===== src/hw/rtl/wbss_pkg.sv =====
`timescale 1ns / 1ps
// ----------------------------------------------------------------------------
// wbss_pkg
// shared constants, register codes and control types of the wildcard byte
// signature scanner
// ----------------------------------------------------------------------------
package wbss_pkg;

  // defaults for the top level parameters
  localparam int MAX_PATTERN_BYTES_DEF = 32;
  localparam int ADDRESS_BITS_DEF      = 32;

  // fixed field widths
  localparam int DATA_W        = 8;
  localparam int CFG_INDEX_W   = 3;
  localparam int CFG_DATA_W    = 64;
  localparam int PATTERN_LEN_W = 6;
  localparam int SCAN_ADDR_W   = 32;
  localparam int MATCH_ADDR_W  = 32;

  // register storage for up to 32 pattern bytes and their nibble care bits
  localparam int PATTERN_BYTES_STORED = 32;
  localparam int PATTERN_FLAT_W       = PATTERN_BYTES_STORED * DATA_W;
  localparam int CARE_W               = 2 * PATTERN_BYTES_STORED;

  typedef enum logic [CFG_INDEX_W-1:0] {
    REG_PATTERN_WORD_0 = 3'd0,
    REG_PATTERN_WORD_1 = 3'd1,
    REG_PATTERN_WORD_2 = 3'd2,
    REG_PATTERN_WORD_3 = 3'd3,
    REG_NIBBLE_CARE    = 3'd4,
    REG_PATTERN_LENGTH = 3'd5,
    REG_SCAN_START     = 3'd6,
    REG_SCAN_END       = 3'd7
  } cfg_reg_t;

  // per-beat control handed to the cell chain
  typedef struct packed {
    logic upd;      // shift the partial match vector
    logic restart;  // region restarts on this beat, vector starts from zero
  } wbss_step_t;

endpackage


===== src/hw/rtl/wbss_cell.sv =====
`timescale 1ns / 1ps
// ----------------------------------------------------------------------------
// wbss_cell
// one pattern byte position: nibble-masked compare and one bit of the
// shift-and partial match vector
// ----------------------------------------------------------------------------
module wbss_cell
  import wbss_pkg::*;
(
  input  logic              clk,
  input  logic              rst_n,
  input  logic              upd,
  input  logic [DATA_W-1:0] data_byte,
  input  logic [DATA_W-1:0] pat_byte,
  input  logic [1:0]        care,
  input  logic              enable,
  input  logic              carry_in,
  output logic              hit,
  output logic              match_r
);

  logic [DATA_W-1:0] cmp_mask;
  logic              byte_eq;

  assign cmp_mask = {{(DATA_W/2){care[1]}}, {(DATA_W/2){care[0]}}};
  assign byte_eq  = ((pat_byte ^ data_byte) & cmp_mask) == '0;
  assign hit      = carry_in & enable & byte_eq;

  always_ff @(posedge clk) begin
    if (!rst_n) begin
      match_r <= 1'b0;
    end else if (upd) begin
      match_r <= hit;
    end
  end

endmodule


===== src/hw/rtl/wbss_chain.sv =====
`timescale 1ns / 1ps
// ----------------------------------------------------------------------------
// wbss_chain
// row of match cells, each handing its vector bit to the next one
// ----------------------------------------------------------------------------
module wbss_chain
  import wbss_pkg::*;
#(
  parameter int MAX_PATTERN_BYTES = MAX_PATTERN_BYTES_DEF,
  localparam int LIDX_W = (MAX_PATTERN_BYTES > 1) ? $clog2(MAX_PATTERN_BYTES) : 1
) (
  input  logic                      clk,
  input  logic                      rst_n,
  input  wbss_step_t                step,
  input  logic [DATA_W-1:0]         data_byte,
  input  logic [PATTERN_FLAT_W-1:0] pattern,
  input  logic [CARE_W-1:0]         care,
  input  logic [LIDX_W-1:0]         len_idx,
  output logic                      full_hit
);

  logic [MAX_PATTERN_BYTES-1:0] vec;
  logic [MAX_PATTERN_BYTES-1:0] hit;
  logic [MAX_PATTERN_BYTES-1:0] carry;

  for (genvar k = 0; k < MAX_PATTERN_BYTES; k++) begin : g_cell
    // first cell always starts a fresh partial match
    if (k == 0) begin : g_head
      assign carry[k] = 1'b1;
    end else begin : g_link
      assign carry[k] = vec[k-1] & ~step.restart;
    end

    wbss_cell u_cell (
      .clk       (clk),
      .rst_n     (rst_n),
      .upd       (step.upd),
      .data_byte (data_byte),
      .pat_byte  (pattern[DATA_W*k +: DATA_W]),
      .care      (care[2*k +: 2]),
      .enable    (LIDX_W'(k) <= len_idx),
      .carry_in  (carry[k]),
      .hit       (hit[k]),
      .match_r   (vec[k])
    );
  end

  // full match when the cell of the last used byte hits
  assign full_hit = hit[len_idx];

endmodule


===== src/hw/rtl/wildcard_byte_signature_scan.sv =====
`timescale 1ns / 1ps
// ----------------------------------------------------------------------------
// wildcard_byte_signature_scan
// byte stream scanner for a nibble-wildcard signature of up to 32 bytes
// ----------------------------------------------------------------------------
// usage
//  - cfg channel: index/data write beats, always ready; pattern words, nibble
//    care mask, pattern length and scan window are written while idle
//  - in channel: one data byte per beat; first_of_region marks the byte at
//    scan_start and restarts the scan, bytes before the first mark or after
//    a result are dropped without effect
//  - out channel: one beat per region, found with the address of the first
//    matching byte, or not-found (address 0) when the region's last byte goes
//    by without a match or the region is empty
//  - throughput is one byte per cycle while in_stall is low: the cell chain
//    updates its partial match vector in the cycle a byte is taken
//  - the result beat is registered and valid the cycle after the byte that caused it
//  - in_stall is raised only while a result sits in the output register and
//    the receiver stalls it, so bytes keep flowing while out is free
//  - reset (synchronous, rst_n low) clears the vector, loads the register
//    defaults (length 1, all else zero) and leaves the scan idle until the
//    next first_of_region mark
// ----------------------------------------------------------------------------
module wildcard_byte_signature_scan
  import wbss_pkg::*;
#(
  parameter int MAX_PATTERN_BYTES = MAX_PATTERN_BYTES_DEF,
  parameter int ADDRESS_BITS      = ADDRESS_BITS_DEF
) (
  input  logic                    clk,
  input  logic                    rst_n,
  // configuration write channel
  input  logic                    cfg_valid,
  output logic                    cfg_ready,
  input  logic [CFG_INDEX_W-1:0]  cfg_index,
  input  logic [CFG_DATA_W-1:0]   cfg_data,
  // byte input channel
  input  logic                    in_valid,
  output logic                    in_stall,
  input  logic [DATA_W-1:0]       in_data_byte,
  input  logic                    in_first_of_region,
  // result channel
  output logic                    out_valid,
  input  logic                    out_stall,
  output logic                    out_found,
  output logic [MATCH_ADDR_W-1:0] out_match_address
);

  localparam int LIDX_W = (MAX_PATTERN_BYTES > 1) ? $clog2(MAX_PATTERN_BYTES) : 1;
  // wide enough for either address width plus one
  localparam int EXT_W  = ((ADDRESS_BITS > SCAN_ADDR_W) ? ADDRESS_BITS : SCAN_ADDR_W) + 1;

  // configuration registers
  logic [CFG_DATA_W-1:0]    pat_word_r [4];
  logic [CARE_W-1:0]        care_r;
  logic [PATTERN_LEN_W-1:0] len_r;
  logic [SCAN_ADDR_W-1:0]   start_r;
  logic [SCAN_ADDR_W-1:0]   end_r;

  // scan state
  logic [ADDRESS_BITS-1:0]  cur_r, cur_nxt;
  logic                     fin_r, fin_nxt;

  // output register
  logic                     out_valid_r, out_valid_nxt;
  logic                     out_found_r, out_found_nxt;
  logic [MATCH_ADDR_W-1:0]  out_addr_r, out_addr_nxt;

  logic                     accept;
  logic                     fin_eff;
  logic [ADDRESS_BITS-1:0]  cur_eff;
  logic [ADDRESS_BITS-1:0]  cur_inc;
  logic [EXT_W-1:0]         start_ext, cur_ext, end_ext, match_ext;
  logic                     live, empty, last, full_hit, res_valid;
  logic [LIDX_W-1:0]        len_idx;
  wbss_step_t               step;
  logic [PATTERN_FLAT_W-1:0] pattern_flat;

  // ---------------------------------------------------------------- config
  assign cfg_ready = 1'b1;

  always_ff @(posedge clk) begin
    if (!rst_n) begin
      pat_word_r[0] <= '0;
      pat_word_r[1] <= '0;
      pat_word_r[2] <= '0;
      pat_word_r[3] <= '0;
      care_r        <= '0;
      len_r         <= PATTERN_LEN_W'(1);
      start_r       <= '0;
      end_r         <= '0;
    end else if (cfg_valid && cfg_ready) begin
      case (cfg_reg_t'(cfg_index))
        REG_PATTERN_WORD_0: pat_word_r[0] <= cfg_data;
        REG_PATTERN_WORD_1: pat_word_r[1] <= cfg_data;
        REG_PATTERN_WORD_2: pat_word_r[2] <= cfg_data;
        REG_PATTERN_WORD_3: pat_word_r[3] <= cfg_data;
        REG_NIBBLE_CARE:    care_r        <= cfg_data[CARE_W-1:0];
        REG_PATTERN_LENGTH: len_r         <= cfg_data[PATTERN_LEN_W-1:0];
        REG_SCAN_START:     start_r       <= cfg_data[SCAN_ADDR_W-1:0];
        REG_SCAN_END:       end_r         <= cfg_data[SCAN_ADDR_W-1:0];
        default: ;
      endcase
    end
  end

  assign pattern_flat = {pat_word_r[3], pat_word_r[2], pat_word_r[1], pat_word_r[0]};

  // length in use, clamped to 1..MAX_PATTERN_BYTES, as the index of its last byte
  always_comb begin
    if (len_r == '0) begin
      len_idx = '0;
    end else if (len_r > PATTERN_LEN_W'(MAX_PATTERN_BYTES)) begin
      len_idx = LIDX_W'(MAX_PATTERN_BYTES - 1);
    end else begin
      len_idx = LIDX_W'(len_r - PATTERN_LEN_W'(1));
    end
  end

  // ------------------------------------------------------------- handshake
  // only a blocked result holds off new bytes
  assign in_stall = out_valid_r & out_stall;
  assign accept   = in_valid & ~in_stall;

  // ------------------------------------------------------------ scan step
  // a marked byte restarts the region before it is looked at
  assign start_ext = EXT_W'(start_r);
  assign fin_eff   = in_first_of_region ? 1'b0 : fin_r;
  assign cur_eff   = in_first_of_region ? start_ext[ADDRESS_BITS-1:0] : cur_r;
  assign cur_inc   = cur_eff + ADDRESS_BITS'(1);
  assign cur_ext   = EXT_W'(cur_eff);
  assign end_ext   = EXT_W'(end_r);

  assign live  = accept & ~fin_eff;
  // window already passed or empty: report not-found without matching
  assign empty = cur_ext >= end_ext;
  // last byte of the region, seen with and without address wrap
  assign last  = (EXT_W'(cur_inc) == end_ext) ||
                 ((cur_ext + EXT_W'(1)) == end_ext);

  assign step.upd     = live & ~empty;
  assign step.restart = in_first_of_region;

  wbss_chain #(
    .MAX_PATTERN_BYTES (MAX_PATTERN_BYTES)
  ) u_chain (
    .clk       (clk),
    .rst_n     (rst_n),
    .step      (step),
    .data_byte (in_data_byte),
    .pattern   (pattern_flat),
    .care      (care_r),
    .len_idx   (len_idx),
    .full_hit  (full_hit)
  );

  // start of the match lies len-1 bytes back
  assign match_ext = EXT_W'(ADDRESS_BITS'(cur_eff - ADDRESS_BITS'(len_idx)));
  assign res_valid = live & (empty | full_hit | last);

  always_comb begin
    cur_nxt       = cur_r;
    fin_nxt       = fin_r;
    out_valid_nxt = out_valid_r & out_stall;
    out_found_nxt = out_found_r;
    out_addr_nxt  = out_addr_r;
    if (accept) begin
      fin_nxt = fin_eff | res_valid;
      cur_nxt = (live && !res_valid) ? cur_inc : cur_eff;
    end
    if (res_valid) begin
      out_valid_nxt = 1'b1;
      out_found_nxt = ~empty & full_hit;
      out_addr_nxt  = (~empty & full_hit) ? match_ext[MATCH_ADDR_W-1:0] : '0;
    end
  end

  always_ff @(posedge clk) begin
    if (!rst_n) begin
      cur_r       <= '0;
      fin_r       <= 1'b1;
      out_valid_r <= 1'b0;
    end else begin
      cur_r       <= cur_nxt;
      fin_r       <= fin_nxt;
      out_valid_r <= out_valid_nxt;
    end
  end

  // result payload, held while the beat is stalled
  always_ff @(posedge clk) begin
    out_found_r <= out_found_nxt;
    out_addr_r  <= out_addr_nxt;
  end

  assign out_valid         = out_valid_r;
  assign out_found         = out_found_r;
  assign out_match_address = out_addr_r;

endmodule


===== config.mk =====
export PLATFORM = sky130hd
export DESIGN_NAME = wildcard_byte_signature_scan
export DESIGN_NICKNAME = d
export VERILOG_FILES = /design/src/hw/rtl/wbss_pkg.sv /design/src/hw/rtl/wbss_cell.sv /design/src/hw/rtl/wbss_chain.sv /design/src/hw/rtl/wildcard_byte_signature_scan.sv
export SDC_FILE = /design/constraint.sdc
export NUM_CORES = 1
export LEC_CHECK = 0
export ABC_AREA = 0
export BUFFER_PORTS_ARGS = -buffer_cell sky130_fd_sc_hd__buf_2
export CORE_ASPECT_RATIO = 0.7
export CORE_MARGIN = 2
export CORE_UTILIZATION = 58
export CTS_BUF_LIST = sky130_fd_sc_hd__clkbuf_2 sky130_fd_sc_hd__clkbuf_4 sky130_fd_sc_hd__clkbuf_8
export DETAILED_ROUTE_END_ITERATION = 16
export HOLD_SLACK_MARGIN = 0.05
export MAX_ROUTING_LAYER = met4
export PLACE_DENSITY = 0.79
export SLEW_MARGIN = 0
export SYNTH_ARGS = -nofsm -noshare
export SYNTH_HDL_FRONTEND = slang
export SYNTH_SLANG_ARGS = --single-unit

===== constraint.sdc =====
create_clock -name clk -period 6.6 [get_ports clk]
set_input_delay 1.32 -clock clk [delete_from_list [all_inputs] [get_ports clk]]
set_output_delay 1.32 -clock clk [all_outputs]
set_load 0.005 [all_outputs]

==> impl_metrics.json <==
{
  "run_status": "finished clean",
  "initial_utilization_pct": 58.49,
  "postRouteAntennaNets": 0,
  "synth_seq_area_share_pct": 49.79,
  "crit_chain": "inv_1, ha_1, or4b_2, o2bb2ai_2, inv_2, ha_1, a21o_1, a21oi_1, nor2b_1, or3_1, nor4_2, nand2_1, nor2_1, nand4_1, nor4_1, xnor2_1, nor2_1",
  "gp_congestion": 1.007,
  "yosys.cell_types.count": 89,
  "nature_of_the_critical_path_startpoint": "flip-flop",
  "die_height_microns": 179.2,
  "clock_tree.htree_level_count": 3,
  "layout-drive-gt1-share_pct": 13.29,
  "critPathSlowestCell": "or4b_2",
  "rsz0062_at_grt": "false",
  "finalWirelength_microns": 77930,
  "grt_pass1_vias": 19086,
  "postCtsSetupRepairBufs": 0,
  "timing_worst_slew_pin_value_ns": 1.111,
  "worst_ep_arrival_time_ns": 5.88,
  "syn_area_sq_um": 25430,
  "synth_flop_cell": "edfxtp_1",
  "synth.area.top_cells": "edfxtp_1, dfxtp_1, xor2_1",
  "cp-end-kind": "flip-flop",
  "io_pins": 117,
  "worst_slew_margin_rel_pct": 24.99,
  "globalRoute.totalOverflow": 0,
  "grt_antenna_before_repair": 5,
  "numCtsBuffers": 75,
  "clock_sink_count": 488,
  "flow.area_growth_from_synthesis_pct": 11.85,
  "final-setup-viol-count": 0,
  "dr.first_iter.drc_count": 2296,
  "timing.critical_path.required_ns": 6.98,
  "crit_path_max_fanout": 13,
  "drt_drc_violations_left": 0,
  "total_power_mw": 7.162,
  "achievable-frequency_mhz": 181.5,
  "clock_skew_ns": 0.03789,
  "regToRegStartpoint": "len_r[0]$_SDFFE_PN1P_",
  "wl_per_cell_microns": 23.51,
  "stage_delay_of_the_slowest_cell_on_the_critical_path_ns": 0.67,
  "crit_type": "flip-flop to flip-flop",
  "synth.net_count": 2672,
  "yosys.area.top_type_share_pct": 34.12,
  "ctsResizeCount": 0,
  "setup.worst_path.start": "len_r[0]$_SDFFE_PN1P_",
  "dieWidth_microns": 254.3,
  "number_of_cells_on_the_worst_reg_to_reg_path": 17,
  "cts.hold.buffers_added": 0,
  "placement.io_buffers": 115,
  "clk_latency_ns": 0.66,
  "fillCellCount": 3457,
  "drv.max_cap_violation_count": 0,
  "placementRows": 64,
  "cts.root.buffer_cell": "clkbuf_8",
  "yosys_register_bits": 488,
  "clockBufferDepth": 3,
  "route.vias.total": 20388,
  "synth_edf_count": 289,
  "grt_util_overall_pct": 35.51,
  "nets": 2777,
  "totalNegativeSetupSlack_ns": 0,
  "routed_via_density": 6.150,
  "ys_async_sr_fraction_pct": 0,
  "min_from": "end_r[19]$_SDFFE_PN0P_",
  "post-synth-top-area-cell": "edfxtp_1",
  "power_density_nw_per_um2": 251.8,
  "cts_tree": "built",
  "clkTransAtPathRegs_ns": 0.07,
  "drt-pass1-iter-count": 6,
  "vdd.ir_drop.worst_mv": 0.2006,
  "detailedPlacementHpwl_microns": 53450,
  "hold_violations": 0,
  "hold_slack_ns": 0.4566,
  "grt_max_degree": 75,
  "report.final.slew_viol_count": 0,
  "grt_first_pass_wirelength_microns": 116900,
  "fp.dieArea_sq_um": 45570,
  "final_worst_path_period_share_pct": 83.46,
  "hold_path_class": "flip-flop to flip-flop",
  "core-area_sq_um": 43480,
  "min_cycle_time_layout_ns": 5.508,
  "avgSynthCellArea_sq_um": 9.973,
  "cellLeakagePower_nw": 10.53,
  "holdPathStages": 2,
  "yosys_warnings": 0,
  "post_synth_inst_count": 2550
}
## metrics by stage
stage | setup WS, ns | utilization, % | area (sq um) | std cells
3_5_place_dp | 0.6780 | 61.50 | 26740 | 3172
3_3_place_gp | 0.8934 | 61.50 | 26740 | 3172
6_report | 1.092 | 65.42 | 28440 | 3315
5_1_grt | 0.7108 | 65.41 | 28440 | 3314
4_1_cts | 1.155 | 65.39 | 28430 | 3311
2_1_floorplan | -0.2502 | - | 25440 | 2550
## cell type report
cell class / instances / area, sq um / area share (%)
inverter: 72 / 275.3 / 0.9677
clock inverter: 23 / 239.0 / 0.8402
tap: 594 / 743.2 / 2.613
multi-input combinational: 1837 / 11920 / 41.89
sequential: 488 / 12660 / 44.51
timing repair buffer: 181 / 1146 / 4.029
clock buffer: 116 / 1453 / 5.107
antenna: 4 / 10.01 / 0.03519
## worst max-delay path, delay by kind of cell (launching register included)
family | cells | cell delay (ns)
AOI/OAI and AO/OA | 3 | 0.61
xor gates and xnor gates | 1 | 0.17
adders and majority gates | 2 | 0.68
buffers and inverters | 2 | 0.44
DFF | 1 | 0.57
and+or+nand+nor | 9 | 2.75
## cell usage after synthesis, types with 56 or more instances
cell / number
edfxtp_1: 289
clkbuf_1: 107
and2_1: 264
xnor2_1: 109
xor2_1: 235
nand2_1: 354
inv_1: 68
o41ai_1: 59
nand3_1: 56
a21oi_1: 179
nor2_1: 98
dfxtp_1: 199
## report_power, final
part	switching (mW)	internal, mW
sequential	0.0738	3.39
combinational	0.573	0.287
clock	1.26	1.58
total	1.90	5.26
## layer usage
metal  track usage, %  wire length [microns]  vias up
met5                -                      0        -
met2            50.62                  33320     1142
met1            51.43                  33810     9920
met4            9.706                   1695        0
met3            7.085                   9093      155
li1                 -                      -     9171
## state kept, by name, indices dropped and copies added (netlist names), 6 cells and up
register	cells
cur_r	32
len_r	6
care_r	64
pat_word_r	256
u_chain.g_cell.u_cell.match_r	31
start_r	32
out_match_address	32
end_r	32
## worst paths after layout
check / end / slack, ns
max: out_match_address[30]$_SDFFCE_PN0P_ / 1.09
min: end_r[19]$_SDFFE_PN0P_ / 0.46
max reg2reg: out_match_address[30]$_SDFFCE_PN0P_ / 1.09
min reg2reg: end_r[19]$_SDFFE_PN0P_ / 0.46
## cells by family after synthesis
family          count (synthesis)  synth area share (%)
xor+xnor                      344                 11.85
compound gates                412                 10.54
flops                         488                 49.79
other cells                     1               0.01475
fa+ha+maj                      43                 2.130
simple gates                  995                 20.26
buf+inv                       225                 3.700
mux                            42                 1.717
## cell usage in the layout, fill, tap and decap left out, types with 14 or more instances in the layout
cell      instances
a211oi_1         15
a21o_1           19
a21oi_1         179
and2_1          264
buf_2           115
buf_4            60
clkbuf_4         23
clkbuf_8         93
dfxtp_1         199
edfxtp_1        289
ha_1             40
inv_1            68
mux2i_1          33
nand2_1         353
nand3_1          56
nand3b_1         14
nand4_1          52
nor2_1           95
nor3_1           40
nor4_1           19
o21ai_0          41
o41ai_1          59
or3_1            14
xnor2_1         109
xor2_1          235
(Power assumes the default switching activity.)
